File: src/rtl/rbpl_pkg.sv
// Shared types and constants of the red blob projection locator.
// Depends on nothing.
package rbpl_pkg;

    // Smoothing window length and its shift
    localparam int AVG_TAPS  = 4;
    localparam int AVG_SHIFT = 2;

    localparam logic [11:0] CNT_MAX = 12'hFFF;

    // Configuration register indexes
    localparam logic [2:0] CFG_FRAME_WIDTH  = 3'd0;
    localparam logic [2:0] CFG_FRAME_HEIGHT = 3'd1;
    localparam logic [2:0] CFG_START_COL    = 3'd2;
    localparam logic [2:0] CFG_START_ROW    = 3'd3;
    localparam logic [2:0] CFG_MIN_COUNT    = 3'd4;

    // Result status codes
    localparam logic [1:0] STATUS_FOUND      = 2'd0;
    localparam logic [1:0] STATUS_NO_OBJECT  = 2'd1;
    localparam logic [1:0] STATUS_BAD_WINDOW = 2'd2;

    typedef enum logic [2:0] {
        S_INIT,
        S_INIT_WAIT,
        S_IDLE,
        S_UPDATE,
        S_SCAN,
        S_SCAN_WAIT,
        S_DONE
    } t_state;

    typedef struct packed {
        logic pix_take;
        logic pix_write;
        logic sweep_start;
        logic load_result;
    } t_dp_cmd;

    typedef struct packed {
        logic sweep_busy;
    } t_dp_stat;

endpackage

File: src/rtl/rbpl_ctrl.sv
// Controller state machine: pixel handshake, sweep sequencing, result valid.
// Depends on rbpl_pkg.
module rbpl_ctrl (
    input  logic               i_clk,
    input  logic               i_rst_n,
    input  logic               i_in_valid,
    input  logic               i_in_frame_end,
    output logic               o_in_ready,
    input  logic               i_out_ready,
    output logic               o_out_valid,
    output rbpl_pkg::t_dp_cmd  o_cmd,
    input  rbpl_pkg::t_dp_stat i_stat
);
    rbpl_pkg::t_state r_state, n_state;
    logic             r_last, n_last;
    logic             r_out_valid, n_out_valid;

    // State registers
    always_ff @(posedge i_clk) begin
        if (!i_rst_n) begin
            r_state     <= rbpl_pkg::S_INIT;
            r_last      <= 1'b0;
            r_out_valid <= 1'b0;
        end else begin
            r_state     <= n_state;
            r_last      <= n_last;
            r_out_valid <= n_out_valid;
        end
    end

    // Next state and commands
    always_comb begin
        n_state     = r_state;
        n_last      = r_last;
        o_cmd       = '0;
        o_in_ready  = 1'b0;
        n_out_valid = r_out_valid && !i_out_ready;
        case (r_state)
            rbpl_pkg::S_INIT: begin
                o_cmd.sweep_start = 1'b1;
                n_state = rbpl_pkg::S_INIT_WAIT;
            end
            rbpl_pkg::S_INIT_WAIT: begin
                if (!i_stat.sweep_busy) n_state = rbpl_pkg::S_IDLE;
            end
            rbpl_pkg::S_IDLE: begin
                o_in_ready = 1'b1;
                if (i_in_valid) begin
                    o_cmd.pix_take = 1'b1;
                    n_last  = i_in_frame_end;
                    n_state = rbpl_pkg::S_UPDATE;
                end
            end
            rbpl_pkg::S_UPDATE: begin
                o_cmd.pix_write = 1'b1;
                n_state = r_last ? rbpl_pkg::S_SCAN : rbpl_pkg::S_IDLE;
            end
            rbpl_pkg::S_SCAN: begin
                o_cmd.sweep_start = 1'b1;
                n_state = rbpl_pkg::S_SCAN_WAIT;
            end
            rbpl_pkg::S_SCAN_WAIT: begin
                if (!i_stat.sweep_busy) n_state = rbpl_pkg::S_DONE;
            end
            rbpl_pkg::S_DONE: begin
                // hold the result until the output register is free
                if (!r_out_valid || i_out_ready) begin
                    o_cmd.load_result = 1'b1;
                    n_out_valid = 1'b1;
                    n_state = rbpl_pkg::S_IDLE;
                end
            end
            default: n_state = rbpl_pkg::S_INIT;
        endcase
    end

    assign o_out_valid = r_out_valid;

endmodule

File: config.mk
export PLATFORM = sky130hd
export DESIGN_NAME = rbpl_ctrl
export DESIGN_NICKNAME = d
export VERILOG_FILES = /design/src/rtl/rbpl_pkg.sv /design/src/rtl/rbpl_ctrl.sv
export SDC_FILE = /design/constraint.sdc
export NUM_CORES = 1
export LEC_CHECK = 0
export ABC_CLOCK_PERIOD_IN_PS = 1100
export BUFFER_PORTS_ARGS = -buffer_cell sky130_fd_sc_hd__buf_4
export CAP_MARGIN = 15
export CELL_PAD_IN_SITES_DETAIL_PLACEMENT = 1
export CELL_PAD_IN_SITES_GLOBAL_PLACEMENT = 2
export CORE_AREA = 4 4 41 43
export CTS_BUF_LIST = sky130_fd_sc_hd__clkbuf_8
export CTS_CLUSTER_DIAMETER = 200
export CTS_CLUSTER_SIZE = 25
export DETAILED_ROUTE_END_ITERATION = 8
export DIE_AREA = 0 0 45 47
export PLACE_DENSITY_LB_ADDON = 0.1
export SYNTH_ARGS = -nofsm -noshare
export SYNTH_HDL_FRONTEND = slang
export SYNTH_SLANG_ARGS = --single-unit
File: constraint.sdc
create_clock -name i_clk -period 1.1 [get_ports i_clk]
set_input_delay 0.11 -clock i_clk [delete_from_list [all_inputs] [get_ports i_clk]]
set_output_delay 0.11 -clock i_clk [all_outputs]
set_load 0.05 [all_outputs]
==> impl_metrics.py <==
metrics = {
    "die": {
        "boundaryPins": 12,
        "die_h_um": 47,
        "start_util_pct": 19.1,
        "rows": 13,
        "die_w_um": 45,
        "fp.coreArea_sq_um": 1300,
        "dieArea_sq_um": 2120,
    },
    "power": {
        "comb_power_share_pct": 17.4,
        "swShare_pct": 26.6,
        "p_int_w": 0.000484,
        "clock_power_share_pct": 52.4,
        "power.switching_w": 0.000176,
        "power.leakage_nw": 0.202,
        "seqPwrFrac_pct": 30.3,
        "fin_total_pwr_w": 0.000660,
        "ir_drop_uv": 580,
        "power_density_nw_per_um2": 1450,
    },
    "cts": {
        "clock_latency_ns": 0.23,
        "cts.clk_slew.worst_paths_ns": 0.04,
        "cts.path.max_buffers": 2,
        "clock_sinks": 5,
        "cts_root_buf": "clkbuf_8",
        "numCtsBuffers": 3,
        "tritoncts": "built",
        "htree_levels": 1,
        "ctsHoldBuffers": 0,
    },
    "layout": {
        "drive_gt1_share_pct": 57.1,
        "nFillCells": 158,
        "syn_to_final_growth_pct": 82.9,
        "nNetsFinal": 49,
        "diodes": 0,
        "stdcell_count": 57,
    },
    "yosys": {
        "syn_area_sq_um": 249,
        "seq_area_frac_synth_pct": 40.2,
        "synth_area_leaders": "dfxtp_1, and3b_1, nor3b_1",
        "synth.largest_area_cell": "dfxtp_1",
        "yosys_warnings": 0,
        "avgSynthCellArea_sq_um": 9.96,
        "synth_nets": 31,
        "syn_inst": 25,
        "synth_seq_cells": 5,
        "synthDistinctLibCells": 18,
        "synth_top_area_share_pct": 40.2,
    },
    "setup_path": {
        "critPathKind": "flop to primary output",
        "worstSetupEndpoint": "o_cmd[3]",
        "worstSetupStartpoint": "r_state[2]",
        "reg2regPathDepth": 3,
        "path_delay_family": "simple AND/OR/NAND/NOR gates",
        "worstPathCellList": "and4bb_4 -> buf_8",
        "critPathRequiredTime_ns": 0.99,
        "worst_setup_path_end_kind": "primary output",
        "cp_num_buf_inv": 1,
        "critical-path-max-stage-delay_ns": 0.36,
        "slowest_stage": "and4bb_4",
        "start_kind": "flop",
        "crit_cells": 2,
        "arrival_ns": 1.09,
        "reg2reg_slack_ns": 0.05,
        "critPathMaxFanout": 5,
        "r2r_start": "r_state[2]",
        "rr_endpoint": "r_last",
    },
    "placement": {
        "placedCellCount": 53,
        "gp_congestion": 0.766,
        "io_buffers": 11,
    },
    "routing": {
        "routed_wl_um": 707,
        "first_iter_violations": 0,
        "vias_per_cell": 4.58,
        "ant_nets": 0,
        "drc": 0,
        "wl_per_cell_um": 12.4,
        "first_pass_iters": 1,
        "vias": 261,
    },
    "outcome": {
        "status": "finished, violations left",
        "violations": "setup timing",
    },
    "run": {
        "maxCapViolations": 0,
    },
    "sta": {
        "period_share_pct": 109,
        "hold_viol": 0,
        "clock.fmax_mhz": 835,
        "slew_violations": 0,
        "worstMarginPinSlew_ns": 0.156,
        "setup_slack_ns": -0.0974,
        "rsz0062_at_grt": "yes",
        "setup_tns_ns": -0.255,
        "finalSetupViolCount": 3,
        "fin_worst_skew_ns": 0.00121,
        "period_minus_slack_ns": 1.20,
        "max-slew-margin-rel_pct": 89.5,
    },
    "min_path": {
        "hp-class": "input port to flop",
    },
    "grt": {
        "grt.busiest_layer": "met2",
        "grt_max_degree": 8,
        "grt_pass1_wl_um": 1130,
        "grt_use_met2_pct": 11.6,
        "grt.met1_usage_pct": 7.94,
        "met3_usage_pct": 6.51,
        "grt_pass1_vias": 259,
        "grt_use_total_pct": 8.76,
        "antenna_found_initial": 0,
        "grt_overflow": 0,
    },
}
-- power groups by stage --
stage	registers (W)	logic (W)	clock network [W]
after floorplan	0.000198	0.0000725	0
after global placement	0.000203	0.000107	0
after detailed placement	0.000204	0.000107	0
after CTS	0.000202	0.000112	0.000357
after global routing	0.000203	0.000123	0.000369
final	0.000200	0.000115	0.000346
-- sequential cells by signal, indices dropped and copies added (netlist names) --
name         count
r_state          3
o_out_valid      1
r_last           1
-- timing repair --
item                                    4_1_cts  5_1_grt
pin swaps                                     0        0
buffers inserted                              0        0
endpoints found under the hold margin         0        0
gates resized for setup                       8        2
endpoints found under the setup margin        4        4
-- worst min path at each step --
stage / end / cells after the start / from / slack, ns
6_report: r_state[0] / 2 / i_rst_n / 0.14
5_1_grt: r_state[0] / 2 / i_rst_n / 0.15
4_1_cts: r_state[0] / 2 / i_rst_n / 0.14
3_5_place_dp: r_state[0] / 2 / i_rst_n / 0.37
3_3_place_gp: r_state[0] / 2 / i_rst_n / 0.36
2_1_floorplan: r_state[0] / 1 / i_rst_n / 0.23
-- through the flow --
stage                     hold slack, ns  setup WS [ns]  instance area (sq um)  utilization [%]
after global routing               0.151         -0.144                    455             35.0
final                              0.137        -0.0974                    455             35.0
after detailed placement           0.371         0.0645                    379             29.1
after global placement             0.364         0.0752                    379             29.1
after floorplan                    0.228        -0.0928                    267                -
after CTS                          0.137        -0.0995                    447             34.3
-- final cells by class --
cell class,count,area (sq um),share of cell area [%]
Clock buffer,3,41.3,9.07
Multi-Input combinational cell,18,158,34.6
Timing Repair Buffer,14,124,27.2
Clock inverter,1,3.75,0.824
Sequential cell,5,106,23.4
Tap cell,15,18.8,4.12
Inverter,1,3.75,0.824
-- per-layer routing --
layer  up-vias  part of all wire [%]
met4         0                   5.2
met3         5                    12
met1       120                    42
met5         -                     0
li1        124                     -
met2        12                    40
-- logic make-up (layout without fill, tap and decap cells) --
logic type / Yosys count / after routing / synth area share [%]
mux: 1 / 1 / 4.02
compound gates: 6 / 6 / 17.1
buf+inv: 2 / 19 / 6.03
simple gates: 11 / 11 / 32.7
flops: 5 / 5 / 40.2
-- placed cells by master, fill, tap and decap left out, types with 2 or more instances in the layout --
cell	count
buf_4	10
dfxtp_1	2
buf_6	3
clkbuf_8	3
inv_1	2
dfxtp_2	2
-- cell usage after synthesis (all sizes together) --
cell type and n:
dfxtp 5, and3b 2, nor2b 2, nor3b 2, a21boi 1, a21oi 1, a32o 1, and2 1
and4bb 1, buf 1, inv 1, mux2i 1, nand2b 1, nand3b 1, nor2 1, o211ai 1
o21a 1, o21ai 1
(Power assumes the default switching activity.)
